===== config.mk =====
export PLATFORM = sky130hd
export DESIGN_NAME = three_axis_dda_stepper
export DESIGN_NICKNAME = d
export VERILOG_FILES = /design/src/rtl/ddas_pkg.sv /design/src/rtl/three_axis_dda_stepper.sv /design/src/rtl/ddas_axis.sv /design/src/rtl/ddas_out_buf.sv
export SDC_FILE = /design/constraint.sdc
export NUM_CORES = 2
export LEC_CHECK = 0
export CAP_MARGIN = 20
export CORE_MARGIN = 10
export CORE_UTILIZATION = 59
export CTS_CLUSTER_SIZE = 20
export DETAILED_ROUTE_END_ITERATION = 8
export DONT_BUFFER_PORTS = 1
export PLACE_DENSITY = 0.76
export SKIP_LAST_GASP = 1
export SYNTH_ARGS = -nofsm -noshare
export SYNTH_HDL_FRONTEND = slang
export SYNTH_SLANG_ARGS = --single-unit

===== constraint.sdc =====
create_clock -name clk -period 27.9 [get_ports clk]
set_input_delay 2.79 -clock clk [delete_from_list [all_inputs] [get_ports clk]]
set_output_delay 2.79 -clock clk [all_outputs]
set_load 0.03 [all_outputs]

===== src/rtl/ddas_pkg.sv =====
`timescale 1ns / 1ps

package ddas_pkg;

  localparam int DDAS_POS_BITS = 32;

  localparam int IN_TDATA_BITS  = 104;
  localparam int IN_TUSER_BITS  = 2;
  localparam int OUT_TDATA_BITS = 120;

  typedef enum logic [1:0] {
    REQ_LOAD = 2'd0,
    REQ_TICK = 2'd1,
    REQ_ZERO = 2'd2
  } req_e;

  // Per-beat commands from the top level to each axis.
  typedef struct packed {
    logic load;
    logic tick;
    logic clear;
    logic move_active;
  } ddas_ctl_t;

  // Per-axis status back to the top level.
  typedef struct packed {
    logic active;
    logic blocked;
    logic stepped;
  } ddas_stat_t;

endpackage


===== src/rtl/three_axis_dda_stepper.sv =====
`timescale 1ns / 1ps
// Three-axis DDA line generator for step/direction and two-pin coil drivers.
// Input stream (s_*): tuser carries the request kind (load, tick, zero) and
// tdata carries three target positions and the six limit switch levels.
// Every accepted beat yields exactly one result beat on m_*, carrying the
// step and direction masks, coil phases, busy/done, blocked axes and the
// current positions after that request.
// Results are registered (in the skid stage under a stall); one input beat is
// taken every cycle while the skid stage is empty. All three axes update in
// the cycle of acceptance, so the per-axis add/compare sets the clock period.
// When m_tready is low, one further beat is taken into a skid stage and then
// s_tready drops until the output drains.
// The cfg channel writes limit_active_low (always ready); write it only
// while no result is pending.
// Reset clears positions, targets and counters, sets all directions up,
// puts the coils at phase 0, ends any move and empties the output stages.
module three_axis_dda_stepper import ddas_pkg::*; #(
  parameter int POS_BITS = DDAS_POS_BITS
) (
  input  logic                      clk,
  input  logic                      rst,
  input  logic                      s_tvalid,
  output logic                      s_tready,
  // target_x, target_y, target_z, limit_switches, zero pad
  input  logic [IN_TDATA_BITS-1:0]  s_tdata,
  // req_type
  input  logic [IN_TUSER_BITS-1:0]  s_tuser,
  output logic                      m_tvalid,
  input  logic                      m_tready,
  // step_mask, dir_mask, phase_x, phase_y, phase_z, busy_res, done_res,
  // limit_mask, pos_x, pos_y, pos_z, zero pad
  output logic [OUT_TDATA_BITS-1:0] m_tdata,
  input  logic                      cfg_valid,
  output logic                      cfg_ready,
  input  logic                      cfg_data
);

  logic              limit_active_low;
  logic              move_active;
  logic              move_active_next;
  logic [POS_BITS:0] major;
  logic [POS_BITS:0] major_new;
  logic              accept;
  logic [5:0]        sw;
  logic              any_active;
  logic              done;
  logic [OUT_TDATA_BITS-1:0] res;

  ddas_ctl_t         ctl;
  ddas_stat_t        stat      [3];
  logic [POS_BITS:0] delta_new [3];
  logic signed [POS_BITS-1:0] pos_next [3];
  logic [2:0]        dir_next;
  logic [1:0]        phase_next [3];
  logic [2:0]        step_mask;
  logic [2:0]        limit_mask;

  assign cfg_ready = 1'b1;
  assign accept    = s_tvalid & s_tready;
  assign sw        = s_tdata[101:96] ^ {6{limit_active_low}};

  always_comb begin
    ctl = '0;
    ctl.move_active = move_active;
    if (accept) begin
      unique case (s_tuser)
        REQ_LOAD: ctl.load  = 1'b1;
        REQ_TICK: ctl.tick  = 1'b1;
        REQ_ZERO: ctl.clear = 1'b1;
        default:  ctl = ctl;
      endcase
    end
  end

  for (genvar i = 0; i < 3; i++) begin : g_axis
    ddas_axis #(.POS_BITS(POS_BITS)) u_axis (
      .clk        (clk),
      .rst        (rst),
      .ctl        (ctl),
      .target     ($signed(s_tdata[32*i +: 32])),
      .sw_min     (sw[2*i]),
      .sw_max     (sw[2*i+1]),
      .major      (major),
      .delta_new  (delta_new[i]),
      .stat       (stat[i]),
      .pos_next   (pos_next[i]),
      .dir_next   (dir_next[i]),
      .phase_next (phase_next[i])
    );
    assign step_mask[i]  = stat[i].stepped;
    assign limit_mask[i] = ctl.tick & stat[i].blocked;
  end

  always_comb begin
    major_new = delta_new[0];
    if (delta_new[1] > major_new) major_new = delta_new[1];
    if (delta_new[2] > major_new) major_new = delta_new[2];

    any_active = stat[0].active | stat[1].active | stat[2].active;
    done       = ctl.tick & move_active & ~any_active;

    move_active_next = move_active;
    priority if (ctl.load) begin
      move_active_next = 1'b1;
    end else if (ctl.clear || done) begin
      move_active_next = 1'b0;
    end

    res = {7'b0, 32'(pos_next[2]), 32'(pos_next[1]), 32'(pos_next[0]), limit_mask,
           done, move_active_next, phase_next[2], phase_next[1], phase_next[0],
           dir_next, step_mask};
  end

  always_ff @(posedge clk) begin
    if (rst) begin
      limit_active_low <= 1'b0;
      move_active      <= 1'b0;
      major            <= '0;
    end else begin
      if (cfg_valid && cfg_ready) begin
        limit_active_low <= cfg_data;
      end
      move_active <= move_active_next;
      if (ctl.load) begin
        major <= major_new;
      end else if (ctl.clear) begin
        major <= '0;
      end
    end
  end

  ddas_out_buf #(.WIDTH(OUT_TDATA_BITS)) u_out_buf (
    .clk       (clk),
    .rst       (rst),
    .in_valid  (accept),
    .in_ready  (s_tready),
    .in_data   (res),
    .out_valid (m_tvalid),
    .out_ready (m_tready),
    .out_data  (m_tdata)
  );

endmodule


===== src/rtl/ddas_axis.sv =====
`timescale 1ns / 1ps

module ddas_axis import ddas_pkg::*; #(
  parameter int POS_BITS = DDAS_POS_BITS
) (
  input  logic                       clk,
  input  logic                       rst,
  input  ddas_ctl_t                  ctl,
  input  logic signed [31:0]         target,
  input  logic                       sw_min,
  input  logic                       sw_max,
  input  logic        [POS_BITS:0]   major,
  output logic        [POS_BITS:0]   delta_new,
  output ddas_stat_t                 stat,
  output logic signed [POS_BITS-1:0] pos_next,
  output logic                       dir_next,
  output logic        [1:0]          phase_next
);

  localparam int EW = POS_BITS + 3;

  logic signed [POS_BITS-1:0] pos;
  logic signed [POS_BITS-1:0] tgt;
  logic        [POS_BITS:0]   delta;
  logic signed [EW-1:0]       err;
  logic                       dir;
  logic        [1:0]          phase;

  logic signed [POS_BITS-1:0] tgt_next;
  logic        [POS_BITS:0]   delta_next;
  logic signed [EW-1:0]       err_next;

  logic signed [POS_BITS-1:0] tgt_in;
  logic signed [POS_BITS:0]   span;
  logic signed [EW-1:0]       sum;
  logic                       short_of;
  logic                       trig;
  logic                       step_ok;

  // The error counter is kept offset by floor(major/2), so a load clears it
  // to zero and a step happens once it rises above that half.
  always_comb begin
    tgt_in    = POS_BITS'(target);
    span      = $signed({tgt_in[POS_BITS-1], tgt_in}) - $signed({pos[POS_BITS-1], pos});
    delta_new = span[POS_BITS] ? (POS_BITS+1)'(-span) : (POS_BITS+1)'(span);

    short_of     = pos != tgt;
    trig         = dir ? sw_max : sw_min;
    stat.active  = ctl.move_active & short_of & ~trig;
    stat.blocked = ctl.move_active & short_of & trig;

    sum     = err + $signed({2'b00, delta});
    step_ok = ctl.tick & stat.active & (sum > $signed({3'b000, major[POS_BITS:1]}));
    stat.stepped = step_ok;

    pos_next   = pos;
    tgt_next   = tgt;
    delta_next = delta;
    err_next   = err;
    dir_next   = dir;
    phase_next = phase;

    priority if (ctl.load) begin
      tgt_next   = tgt_in;
      delta_next = delta_new;
      err_next   = '0;
      dir_next   = ~span[POS_BITS];
    end else if (ctl.clear) begin
      pos_next   = '0;
      tgt_next   = '0;
      delta_next = '0;
      err_next   = '0;
      dir_next   = 1'b1;
    end else if (ctl.tick && stat.active) begin
      if (step_ok) begin
        err_next = sum - $signed({2'b00, major});
        pos_next = dir ? pos + POS_BITS'(1) : pos - POS_BITS'(1);
        // Gray sequence on the two coil pins, forward or backward.
        phase_next = dir ? {phase[0], ~phase[1]} : {~phase[0], phase[1]};
      end else begin
        err_next = sum;
      end
    end
  end

  always_ff @(posedge clk) begin
    if (rst) begin
      pos   <= '0;
      tgt   <= '0;
      delta <= '0;
      err   <= '0;
      dir   <= 1'b1;
      phase <= '0;
    end else begin
      pos   <= pos_next;
      tgt   <= tgt_next;
      delta <= delta_next;
      err   <= err_next;
      dir   <= dir_next;
      phase <= phase_next;
    end
  end

endmodule


===== src/rtl/ddas_out_buf.sv =====
`timescale 1ns / 1ps

module ddas_out_buf import ddas_pkg::*; #(
  parameter int WIDTH = OUT_TDATA_BITS
) (
  input  logic             clk,
  input  logic             rst,
  input  logic             in_valid,
  output logic             in_ready,
  input  logic [WIDTH-1:0] in_data,
  output logic             out_valid,
  input  logic             out_ready,
  output logic [WIDTH-1:0] out_data
);

  logic             skid_valid;
  logic [WIDTH-1:0] skid_data;
  logic             out_free;

  // One beat may land in the skid stage while the output is stalled; the
  // input side only closes once that stage is occupied.
  assign in_ready = ~skid_valid;
  assign out_free = ~out_valid | out_ready;

  always_ff @(posedge clk) begin
    if (rst) begin
      out_valid  <= 1'b0;
      skid_valid <= 1'b0;
    end else if (out_free) begin
      if (skid_valid) begin
        out_valid  <= 1'b1;
        skid_valid <= 1'b0;
      end else begin
        out_valid <= in_valid;
      end
    end else if (in_valid && in_ready) begin
      skid_valid <= 1'b1;
    end
  end

  always_ff @(posedge clk) begin
    if (out_free) begin
      out_data <= skid_valid ? skid_data : in_data;
    end
    if (!out_free && in_valid && in_ready) begin
      skid_data <= in_data;
    end
  end

endmodule


==> flow_summary.ini <==
[setup_path]
critPathKind = in -> reg
crit_fanout = 26
path_delay_family = compound AO/OA/AOI/OAI gates
cp.arrival_ps = 12360
rr_startpoint = g_axis[1].u_axis.pos[0]
worstRegToRegCells = 35
r2r_end = major[17]
crit_buf_inv = 4
cp.required_ps = 28470
worst_setup_path_end_kind = register
r2r_slack_ps = 17870
cpPeakStageDelay_ps = 790
worst_path_max_delay_cell = xor2_1
crit_path_start_kind = input port

[placed_design]
place_area_sq_mm = 0.0532
dp_hpwl_mm = 125
port_buffers = 0
routabilityCongestion = 0.985

[finish]
layout.nets = 6534
fillers = 7610
regArea_sq_mm = 0.0156
drive_above_1_share_pct = 6.84
multi_input_area_sq_mm = 0.0346
fin_area_sq_mm = 0.0556
n_antenna_cell = 0
area_growth_pct = 6.39

[timing]
worst_pin_slew_ps = 1180
skew_ps = 33.5
fmax_mhz = 84.8
fin_tns_setup_ps = 0
finalCritPeriodShare_pct = 42.2
setup_viol = 0
slew_viol_final = 0
slew_headroom_pct = 21.6
hold_viol_final = 0
fin_crit_ps = 11790
rsz0062_at_grt = no

[die]
die_h_um = 318
start_util_pct = 59.4
die_w_um = 318
die_area_sq_mm = 0.101
core_area_sq_mm = 0.0881
rows = 109
ios = 235

[power]
power.density_mw_per_mm2 = 57.5
ir_worst_vdd_v = 0.0000539
leakage_nw = 24.4

[logic_synthesis]
async_flop_share_pct = 0
ys.flop_type = dfxtp_1
syn_inst = 5969
synth_cell_types = 120
yosysWarningCount = 0
ys_seq_area_share_pct = 29.9
postSynthAreaPerCell_sq_um = 8.76
syn-cell-area_sq_mm = 0.0523
ys_seq_elements = 668
synth_edf_count = 226

[grt]
grt_max_degree = 174
grt_pass1_wl_mm = 252
overflow = 0
grt.total_usage_pct = 31.0
grt_pass1_vias = 42853
antenna_found_initial = 3

[drt]
dr.pass1.iters = 6
drt-total-wl_mm = 164
drtIter0Drc = 4772
detail_route.wl_per_cell_um = 23.2
drc_errors = 0
vias = 46164
ant_nets = 0
via_per_inst = 6.52

[clock_tree]
post-cts-setup-buffers = 0
post_cts_resize_count = 0
cts_num_sinks = 668
clk_pin_slew_ps = 60
postCtsHoldBufs = 0
cts_tree = yes
htreeDepth = 3
clk_path_buf_depth = 3
clkLatencyLatePin_ps = 660
cts-root-buf = clkbuf_16
numCtsBuffers = 76

[outcome]
status = complete, no violations

[worst_hold_path]
hold_depth = 2
min_to = g_axis[2].u_axis.delta[10]
hold_path_class = reg -> reg
hold_path_startpoint = g_axis[2].u_axis.delta[10]

[job]
drv_cap = 0
## where the power goes
part | total (W) | switching (W) | internal, W
Sequential | 0.00107 | 0.0000383 | 0.00104
Combinational | 0.00113 | 0.000699 | 0.000433
Clock | 0.000995 | 0.000433 | 0.000562
Total | 0.00320 | 0.00117 | 0.00203
## layer usage
metal	GRT usage, %	up-vias	share of wire, %
met5	0	-	0.012
met4	16.0	2	5.7
met3	5.72	407	9.2
met2	46.6	1924	42
met1	41.9	21907	43
li1	-	21924	-
## placed cells by master (no fill, tap or decap), types with 241 or more instances in the layout
| master | n |
|---|---|
| nor2_1 | 312 |
| xor2_1 | 257 |
| xnor2_1 | 241 |
| o21ai_0 | 322 |
| inv_1 | 305 |
| dfxtp_1 | 441 |
| a21oi_1 | 456 |
| a21o_1 | 260 |
| nand2_1 | 445 |
| ha_1 | 549 |
## area by class of cell
class                   count  share of cell area, %
multi-input cells        4754                   62.1
well taps                1165                   2.62
clock buffers              97                   3.70
inverters                 310                   2.10
flip-flops and latches    668                   28.1
clock inverters            38                  0.639
repair buffers             51                  0.711
## worst max path at each step
| stage | endpoint | from | depth (start not counted) |
|---|---|---|---|
| after floorplan | u_out_buf.skid_data[0] | m_tready | 2 |
| after CTS | major[17] | s_tdata[32] | 36 |
| final | major[17] | s_tdata[32] | 36 |
| after detailed placement | major[17] | s_tdata[32] | 36 |
| after global placement | major[17] | s_tdata[32] | 36 |
| after global routing | major[17] | s_tdata[32] | 36 |
## cells in the mapped netlist (186+ instances only)
cell type | number | area share (%)
o21ai_0 | 322 | 3.1
nor2_1 | 315 | 2.3
edfxtp_1 | 226 | 13
xnor2_1 | 241 | 4.0
nand3_1 | 186 | 1.8
ha_1 | 549 | 13
inv_1 | 306 | 2.2
dfxtp_1 | 442 | 17
a21oi_1 | 456 | 4.4
a21o_1 | 260 | 3.7
nand2_1 | 449 | 3.2
xor2_1 | 257 | 4.3
## stage by stage
stage               std cells  worst slack [ps]  total power (W)  hold WS [ps]  utilization, %
finish                   7083             16110          0.00320           460            63.2
global route             7083             15750          0.00334           480            63.2
CTS                      7083             16420          0.00318           460            63.2
detailed placement       6948             15790          0.00219           449            60.4
global placement         6948             15860          0.00217           439            60.4
floorplan                5975             16440          0.00189           429               -
## tightest hold or removal path: cells and delay by family (launching register included)
kind | cells | cell delay, ps
and+or+nand+nor | 1 | 50
AOI/OAI and AO/OA | 1 | 50
DFF | 1 | 330
## state kept, by name (all words and copies together), names as in the netlist
register and count:
u_out_buf.skid_data 113, g_axis.u_axis.phase 6, major 33, g_axis.u_axis.delta 99, limit_active_low 1, g_axis.u_axis.pos 96
g_axis.u_axis.dir 3, g_axis.u_axis.tgt 96, u_out_buf.out_data 113, move_active 1, u_out_buf.out_valid 1, g_axis.u_axis.err 105
u_out_buf.skid_valid 1
## cell families (layout without fill, tap and decap cells)
logic type	count (synthesis)	after routing	synth area share, %
adders and majority gates	561	561	13.6
and+or+nand+nor	1602	1602	15.4
buffers and inverters	553	496	4.20
AOI/OAI and AO/OA	1912	1912	24.9
DFF	668	668	29.9
other	2	8	0.0144
xor gates and xnor gates	499	499	8.37
muxes	172	172	3.53
Power figures use the tool's default switching activity.
